**src/sv/ptw_pkg.sv**
```systemverilog
// shared constants, types and helpers for the four-level page table walker
// no dependencies; used by ptw_walk, ptw_out_buf and the top level
package ptw_pkg;

  localparam int PHYS_ADDR_BITS = 56;
  localparam int VA_BITS        = 48;
  localparam int BASE_BITS      = 52;
  localparam int ENTRY_BITS     = 64;
  localparam int OUT_ADDR_BITS  = 56;
  localparam int IDX_BITS       = 9;

  // entry bit positions
  localparam int BIT_PRESENT = 0;
  localparam int BIT_LARGE   = 7;

  localparam logic [OUT_ADDR_BITS-1:0] ADDR_MASK =
    OUT_ADDR_BITS'(({(OUT_ADDR_BITS+1){1'b0}} | 1) << PHYS_ADDR_BITS) - OUT_ADDR_BITS'(1);
  localparam logic [OUT_ADDR_BITS-1:0] FRAME_MASK =
    ADDR_MASK & ~OUT_ADDR_BITS'(12'hFFF);
  localparam logic [OUT_ADDR_BITS-1:0] GIB_MASK  = ~OUT_ADDR_BITS'(30'h3FFF_FFFF);
  localparam logic [OUT_ADDR_BITS-1:0] MIB2_MASK = ~OUT_ADDR_BITS'(21'h1F_FFFF);

  typedef enum logic [0:0] {
    ACT_REQUEST = 1'b0,
    ACT_ENTRY   = 1'b1
  } action_t;

  typedef enum logic [0:0] {
    KIND_READ = 1'b0,
    KIND_DONE = 1'b1
  } kind_t;

  typedef enum logic [1:0] {
    LVL_TOP  = 2'd0,
    LVL_1GIB = 2'd1,
    LVL_2MIB = 2'd2,
    LVL_LEAF = 2'd3
  } level_t;

  typedef struct packed {
    logic               busy;
    level_t             level;
    logic [VA_BITS-1:0] va;
  } ptw_state_t;

  typedef struct packed {
    logic                     emit;
    kind_t                    kind;
    logic [OUT_ADDR_BITS-1:0] read_address;
    logic [OUT_ADDR_BITS-1:0] phys_addr;
    logic                     found;
  } ptw_result_t;

  // table index of the virtual address for a given level
  function automatic logic [IDX_BITS-1:0] level_index(input logic [VA_BITS-1:0] va,
                                                      input level_t lv);
    logic [IDX_BITS-1:0] idx;
    unique case (lv)
      LVL_TOP:  idx = va[47:39];
      LVL_1GIB: idx = va[38:30];
      LVL_2MIB: idx = va[29:21];
      LVL_LEAF: idx = va[20:12];
      default:  idx = '0;
    endcase
    return idx;
  endfunction

endpackage

```
**src/sv/four_level_page_table_walker_top.sv**
```systemverilog
// top level of the four-level page table walker
// depends on ptw_pkg, ptw_walk and ptw_out_buf
//
// usage:
//   in channel: in_action = 0 starts a translation of in_virt_addr at
//   the top-level table in_directory_base; in_action = 1 returns the 64-bit
//   entry word in in_entry_value for the last read requested
//   out channel: out_kind = 0 is a read request for the 8-byte entry at
//   out_read_address; out_kind = 1 is a finished translation with
//   out_found and out_phys_addr (zero on a fault)
//   each accepted word gives at most one result word; an entry with no walk
//   running is dropped, a new request abandons any running walk
// path: a result word passes the input register, then the result register,
//   before out_valid rises; throughput: one word per cycle while out_ready
//   stays high, set by the single decode step between the two registers
// reset: rst_n low clears the walk state to idle and empties both registers
// stall: while out_ready is low the result register holds its word; the
//   input register keeps accepting until it also holds a word awaiting room
module four_level_page_table_walker_top (
  input  logic                                 clk,
  input  logic                                 rst_n,
  input  logic                                 in_valid,
  output logic                                 in_ready,
  input  logic                                 in_action,
  input  logic [ptw_pkg::VA_BITS-1:0]          in_virt_addr,
  input  logic [ptw_pkg::BASE_BITS-1:0]        in_directory_base,
  input  logic [ptw_pkg::ENTRY_BITS-1:0]       in_entry_value,
  output logic                                 out_valid,
  input  logic                                 out_ready,
  output logic                                 out_kind,
  output logic [ptw_pkg::OUT_ADDR_BITS-1:0]    out_read_address,
  output logic [ptw_pkg::OUT_ADDR_BITS-1:0]    out_phys_addr,
  output logic                                 out_found
);

  // input register
  logic                              s1_valid_r;
  logic                              s1_action_r;
  logic [ptw_pkg::VA_BITS-1:0]       s1_va_r;
  logic [ptw_pkg::BASE_BITS-1:0]     s1_base_r;
  logic [ptw_pkg::ENTRY_BITS-1:0]    s1_entry_r;

  // walk state, updated as each word leaves the input register
  ptw_pkg::ptw_state_t  state_r;
  ptw_pkg::ptw_state_t  state_nxt;

  ptw_pkg::ptw_result_t res;
  ptw_pkg::ptw_result_t held;
  logic                 out_free;
  logic                 s1_adv;
  logic                 in_fire;

  // a word with no result leaves without waiting for the output side
  assign s1_adv   = s1_valid_r && (!res.emit || out_free);
  assign in_ready = !s1_valid_r || s1_adv;
  assign in_fire  = in_valid && in_ready;

  always_ff @(posedge clk) begin
    if (!rst_n) begin
      s1_valid_r <= 1'b0;
    end else if (in_ready) begin
      s1_valid_r <= in_valid;
    end
  end

  always_ff @(posedge clk) begin
    if (in_fire) begin
      s1_action_r <= in_action;
      s1_va_r     <= in_virt_addr;
      s1_base_r   <= in_directory_base;
      s1_entry_r  <= in_entry_value;
    end
  end

  always_ff @(posedge clk) begin
    if (!rst_n) begin
      state_r <= '0;
    end else if (s1_adv) begin
      state_r <= state_nxt;
    end
  end

  ptw_walk u_walk (
    .action          (s1_action_r),
    .virt_addr       (s1_va_r),
    .directory_base  (s1_base_r),
    .entry_value     (s1_entry_r),
    .st              (state_r),
    .st_nxt          (state_nxt),
    .res             (res)
  );

  ptw_out_buf u_out (
    .clk       (clk),
    .rst_n     (rst_n),
    .load      (s1_valid_r && res.emit),
    .res       (res),
    .free      (out_free),
    .out_valid (out_valid),
    .out_ready (out_ready),
    .held      (held)
  );

  assign out_kind         = held.kind;
  assign out_read_address = held.read_address;
  assign out_phys_addr    = held.phys_addr;
  assign out_found        = held.found;

  // idle walk always rests at the top level
  a_idle_level: assert property (@(posedge clk) disable iff (!rst_n)
    !state_r.busy |-> state_r.level == ptw_pkg::LVL_TOP)
    else $error("walk idle with nonzero level");

  // read requests carry no translation
  a_read_clean: assert property (@(posedge clk) disable iff (!rst_n)
    out_valid && out_kind == ptw_pkg::KIND_READ |-> !out_found && out_phys_addr == '0)
    else $error("read request with translation fields set");

  // a fault reports a zero address
  a_fault_zero: assert property (@(posedge clk) disable iff (!rst_n)
    out_valid && out_kind == ptw_pkg::KIND_DONE && !out_found |-> out_phys_addr == '0)
    else $error("fault with nonzero physical address");

  // an empty result register never blocks the input side
  a_no_block: assert property (@(posedge clk) disable iff (!rst_n)
    !out_valid |-> in_ready)
    else $error("input stalled with empty result register");

endmodule

```
**src/sv/ptw_walk.sv**
```systemverilog
// one walk step: decodes a request or returned entry against the walk state
// depends on ptw_pkg
module ptw_walk (
  input  logic                                 action,
  input  logic [ptw_pkg::VA_BITS-1:0]          virt_addr,
  input  logic [ptw_pkg::BASE_BITS-1:0]        directory_base,
  input  logic [ptw_pkg::ENTRY_BITS-1:0]       entry_value,
  input  ptw_pkg::ptw_state_t                  st,
  output ptw_pkg::ptw_state_t                  st_nxt,
  output ptw_pkg::ptw_result_t                 res
);

  logic [ptw_pkg::OUT_ADDR_BITS-1:0] frame;
  logic [ptw_pkg::OUT_ADDR_BITS-1:0] base_addr;
  logic [ptw_pkg::OUT_ADDR_BITS-1:0] top_off;
  logic [ptw_pkg::OUT_ADDR_BITS-1:0] next_off;
  ptw_pkg::level_t                   lv_next;

  assign frame     = entry_value[ptw_pkg::OUT_ADDR_BITS-1:0] & ptw_pkg::FRAME_MASK;
  assign base_addr = ptw_pkg::OUT_ADDR_BITS'({directory_base[ptw_pkg::BASE_BITS-1:4], 4'b0000});
  assign top_off   = ptw_pkg::OUT_ADDR_BITS'({ptw_pkg::level_index(virt_addr,
                                              ptw_pkg::LVL_TOP), 3'b000});
  assign lv_next   = ptw_pkg::level_t'(st.level + 2'd1);
  assign next_off  = ptw_pkg::OUT_ADDR_BITS'({ptw_pkg::level_index(st.va, lv_next), 3'b000});

  always_comb begin
    st_nxt = st;
    res    = '0;
    priority if (action == ptw_pkg::ACT_REQUEST) begin
      st_nxt.busy      = 1'b1;
      st_nxt.level     = ptw_pkg::LVL_TOP;
      st_nxt.va        = virt_addr;
      res.emit         = 1'b1;
      res.kind         = ptw_pkg::KIND_READ;
      res.read_address = (base_addr + top_off) & ptw_pkg::ADDR_MASK;
    end else if (!st.busy) begin
      // stray entry with no walk running: dropped
      res.emit = 1'b0;
    end else if (!entry_value[ptw_pkg::BIT_PRESENT]) begin
      st_nxt.busy  = 1'b0;
      st_nxt.level = ptw_pkg::LVL_TOP;
      res.emit     = 1'b1;
      res.kind     = ptw_pkg::KIND_DONE;
    end else if (st.level == ptw_pkg::LVL_1GIB && entry_value[ptw_pkg::BIT_LARGE]) begin
      st_nxt.busy   = 1'b0;
      st_nxt.level  = ptw_pkg::LVL_TOP;
      res.emit      = 1'b1;
      res.kind      = ptw_pkg::KIND_DONE;
      res.found     = 1'b1;
      res.phys_addr = ((frame & ptw_pkg::GIB_MASK)
                      + ptw_pkg::OUT_ADDR_BITS'(st.va[29:0])) & ptw_pkg::ADDR_MASK;
    end else if (st.level == ptw_pkg::LVL_2MIB && entry_value[ptw_pkg::BIT_LARGE]) begin
      st_nxt.busy   = 1'b0;
      st_nxt.level  = ptw_pkg::LVL_TOP;
      res.emit      = 1'b1;
      res.kind      = ptw_pkg::KIND_DONE;
      res.found     = 1'b1;
      res.phys_addr = ((frame & ptw_pkg::MIB2_MASK)
                      + ptw_pkg::OUT_ADDR_BITS'(st.va[20:0])) & ptw_pkg::ADDR_MASK;
    end else if (st.level == ptw_pkg::LVL_LEAF) begin
      st_nxt.busy   = 1'b0;
      st_nxt.level  = ptw_pkg::LVL_TOP;
      res.emit      = 1'b1;
      res.kind      = ptw_pkg::KIND_DONE;
      res.found     = 1'b1;
      res.phys_addr = (frame + ptw_pkg::OUT_ADDR_BITS'(st.va[11:0]))
                      & ptw_pkg::ADDR_MASK;
    end else begin
      st_nxt.level     = lv_next;
      res.emit         = 1'b1;
      res.kind         = ptw_pkg::KIND_READ;
      res.read_address = (frame + next_off) & ptw_pkg::ADDR_MASK;
    end
  end

endmodule

```
**src/sv/ptw_out_buf.sv**
```systemverilog
// output register for result words with valid/ready toward the receiver
// depends on ptw_pkg
module ptw_out_buf (
  input  logic                 clk,
  input  logic                 rst_n,
  input  logic                 load,
  input  ptw_pkg::ptw_result_t res,
  output logic                 free,
  output logic                 out_valid,
  input  logic                 out_ready,
  output ptw_pkg::ptw_result_t held
);

  logic                 valid_r;
  ptw_pkg::ptw_result_t data_r;

  assign free      = !valid_r || out_ready;
  assign out_valid = valid_r;
  assign held      = data_r;

  always_ff @(posedge clk) begin
    if (!rst_n) begin
      valid_r <= 1'b0;
    end else if (free) begin
      valid_r <= load;
    end
  end

  always_ff @(posedge clk) begin
    if (free && load) begin
      data_r <= res;
    end
  end

endmodule

```
**config.mk**
```make
export PLATFORM = sky130hd
export DESIGN_NAME = four_level_page_table_walker_top
export DESIGN_NICKNAME = d
export VERILOG_FILES = /design/src/sv/ptw_pkg.sv /design/src/sv/four_level_page_table_walker_top.sv /design/src/sv/ptw_walk.sv /design/src/sv/ptw_out_buf.sv
export SDC_FILE = /design/constraint.sdc
export NUM_CORES = 1
export LEC_CHECK = 0
export BUFFER_PORTS_ARGS = -buffer_cell sky130_fd_sc_hd__buf_2
export CORE_UTILIZATION = 48
export CTS_CLUSTER_DIAMETER = 150
export DETAILED_ROUTE_END_ITERATION = 8
export HOLD_SLACK_MARGIN = 0.12
export PLACE_DENSITY = 0.73
export SYNTH_ARGS = -nofsm -noshare
export SYNTH_HDL_FRONTEND = slang
export SYNTH_SLANG_ARGS = --single-unit
```
**constraint.sdc**
```tcl
create_clock -name clk -period 18.5 [get_ports clk]
set_input_delay 1.85 -clock clk [delete_from_list [all_inputs] [get_ports clk]]
set_output_delay 1.85 -clock clk [all_outputs]
set_load 0.05 [all_outputs]
```
==> summary.log <==
qor: grt.grt_overflow 0
qor: layout.final-instance-count-excl-fill 1498
qor: floorplanning.die_area 25560 µm²
qor: cts.worst_skew_pair.late_latency 570 ps
qor: placed_design.place.gp.congestion 0.8289
qor: floorplanning.fp.dieH 159.9 µm
qor: floorplanning.chipWidth 159.9 µm
qor: critical_path.path_class flop to output pin
qor: power.ir_drop 0.08514 mV
qor: grt.met1_usage 28.33%
qor: outcome.status finished clean
qor: cts.cts_hold_repair.buffers 0
qor: route.drt_pre_antenna_iters 6
qor: timing.setup_violators_final 0
qor: grt.via_count_of_the_first_global_routing_pass 7824
qor: synth.netlist_top_cells_area edfxtp_1 64%, dfxtp_1 7.4%, nand2_1 5.2%
qor: grt.first_pass_grt_wire_length 43010 µm
qor: synth.ys_dominant_reg_cell edfxtp_1
qor: cts.clockRootBuffer clkbuf_16
qor: route.final_antenna_net_count 0
qor: cts.post_cts_gate_resize_count 0
qor: synth.netlist-cell-type-count 58
qor: timing.worst_slew_pin_slew 1095 ps
qor: synth.yosysTopAreaCellShare 63.74%
qor: critical_path.worst-endpoint-required 16650 ps
qor: synth.netlist_instances 890
qor: critical_path.endpoint_kind output pin
qor: layout.most-common-layout-cells 259 x buf_2, 254 x edfxtp_1, 166 x nand2_1, 47 x and2_1
qor: timing.grt_setup_unrepaired no
qor: grt.global_route.peak_usage_layer met2
qor: timing.period_minus_slack 4722 ps
qor: grt.grt_overall_usage 21.94%
qor: route.routed_wl 28310 µm
qor: worst_hold_path.hp-start state_r[1]
qor: timing.hold_viol 0
qor: grt.antenna_found_initial 2
qor: synth.yosys_register_bits 298
qor: flow_run.max_cap_violations 0
qor: layout.final_common_cell buf_2
qor: synth.share_of_the_yosys_chip_area_belonging_to_registers 71.10%
qor: critical_path.r2r-start s1_action_r
qor: cts.cts_tree done
qor: grt.grt_max_degree 82
qor: synth.async_flop_share 0%
qor: route.vias 8081
qor: synth.synth-edff-count 254
qor: critical_path.timing.critical_path.from s1_action_r
qor: route.route.detailed.vias_per_inst 5.395
qor: floorplanning.start_util 49.06%
qor: floorplanning.fp-row-count 57
qor: cts.clock_transition_at_the_registers_of_the_reported_paths 60 ps
qor: timing.period_share 25.52%
qor: layout.post-route-util 59.92%
qor: cts.cts_num_sinks 298
qor: floorplanning.num_io_pins 285
qor: cts.cts_htree_levels 1
qor: timing.achievable-frequency 211.8 MHz
qor: placed_design.post-place-cells 1439
qor: synth.syn-mean-instance-area 13.45 µm²
qor: power.power_per_cell_area 104.0 nW/µm²
qor: route.wl_per_cell 18.90 µm
qor: layout.multiInputGateArea 3269 µm²
qor: cts.total_setup_buffers_inserted_after_cts 0
qor: placed_design.dp.final_hpwl 19520 µm
qor: power.leakage 5.321 nW
qor: route.drt_first_iter_violations 834
qor: layout.final_nets 1330
qor: timing.fin_worst_skew 15.10 ps
qor: worst_hold_path.worstHoldPathType flop to flop
qor: critical_path.cp.arrival 2870 ps
qor: grt.met3_grt_util 4.390%
qor: critical_path.setup.worst_path.start_class flop
qor: cts.clockBufferDepth 3
qor: critical_path.worstPathMaxFanout 61
qor: floorplanning.core 24390 µm²
qor: cts.cts_made_buffers 31
qor: power.post-layout-total-power 1.519 mW
qor: synth.ys_warn_count 0
qor: timing.timing_max_transition_violations_final 0
qor: layout.filler_instances 1950
qor: grt.grt.met2_usage 36.90%
qor: layout.area_delta_synth_final 22.12%
qor: layout.final_layout_size_suffix_gt1_share 27.96%
qor: timing.max_slew_margin 26.98%
qor: synth.netlist_area 11970 µm²
qor: route.drc_violations_left 0
qor: timing.finalSetupTns 0 ps
qor: placed_design.port_buffers 259
qor: layout.final-seq-area 8508 µm²
qor: synth.netlist.top_cell.by_area edfxtp_1
## per-layer routing
metal	wire length, µm	share of wire [%]	vias to the layer above
met1	11450	40	3827
met3	2287	8.1	54
met2	13700	48	375
met4	863	3.0	2
met5	9	0.032	-
li1	-	-	3823
## Yosys cell counts, types with 2 or more instances
master and n:
o22ai_1 6, nand3b_1 3, o21ai_0 27, a21o_1 4, buf_1 4, nand4_4 3
and2_1 47, or3_1 3, a221o_1 2, o211ai_1 8, o311ai_0 2, nand4_1 18
o21a_1 2, clkbuf_1 37, buf_4 3, a211oi_1 3, a22oi_1 8, xor2_1 22
xnor2_1 6, ha_1 12, or4b_1 3, nor3_1 6, nor2_1 16, inv_1 8
and4_1 5, nor4_1 2, dfxtp_1 44, o2bb2ai_1 3, nor2b_1 10, edfxtp_1 254
and3_1 2, a222oi_1 9, a31oi_1 2, or4_1 9, a21oi_1 23, a21boi_0 44
nand3_1 39, a211oi_2 3, nand2_1 166, o21ai_1 3, nand2b_1 2
## where the power goes
group          internal, mW  total (mW)  switching [mW]
Sequential            0.763       0.780          0.0167
Clock                 0.365       0.624           0.258
Combinational        0.0349       0.115          0.0803
Total                  1.16        1.52           0.355
## final timing paths
| path | slack (ps) | cells past startpoint | to |
|---|---|---|---|
| worst max-delay path | 13780 | 6 | in_ready |
| worst min-delay path | 460 | 2 | state_r[1] |
| worst max register to register | 14180 | 7 | s1_entry_r[18] |
| worst min register to register | 460 | 2 | state_r[1] |
## critical path: stages, from the launching register on
cell and delay (ps):
edfxtp_1 320, buf_4 500, inv_1 500, o21ai_0 460
nor2_1 170, inv_1 80, buf_2 250
## through the flow
stage	area, µm²	worst slack [ps]	hold WS (ps)
after floorplan	11970	9415	438.8
after global placement	13580	13900	446.2
after detailed placement	13580	13830	454.9
after CTS	14610	13750	463.0
after global routing	14610	13570	479.4
final	14610	13780	461.7
## registers in the layout, summed over array words and instances (netlist names)
signal,cells
u_out.held,111
s1_base_r,48
s1_va_r,48
s1_entry_r,46
state_r,42
s1_action_r,1
s1_valid_r,1
u_out.out_valid,1
## layout make-up
| type | count | share of cell area [%] |
|---|---|---|
| Antenna cell | 1 | 0.01712 |
| Clock buffer | 42 | 5.796 |
| Clock inverter | 16 | 1.267 |
| Inverter | 8 | 0.2226 |
| Multi-Input combinational cell | 541 | 22.37 |
| Sequential cell | 298 | 58.22 |
| Tap cell | 324 | 2.774 |
| Timing Repair Buffer | 268 | 9.332 |
## cells by family (layout without fill, tap and decap cells)
kind of cell	after synthesis	in the layout	synth area share, %
fa+ha+maj	13	13	1.422
buf+inv	53	334	1.767
mux	1	1	0.08365
xor+xnor	28	28	2.049
flops	298	298	71.10
other cells	1	4	0.03134
simple gates	341	341	14.52
compound gates	155	155	9.024
(Power assumes the default switching activity.)
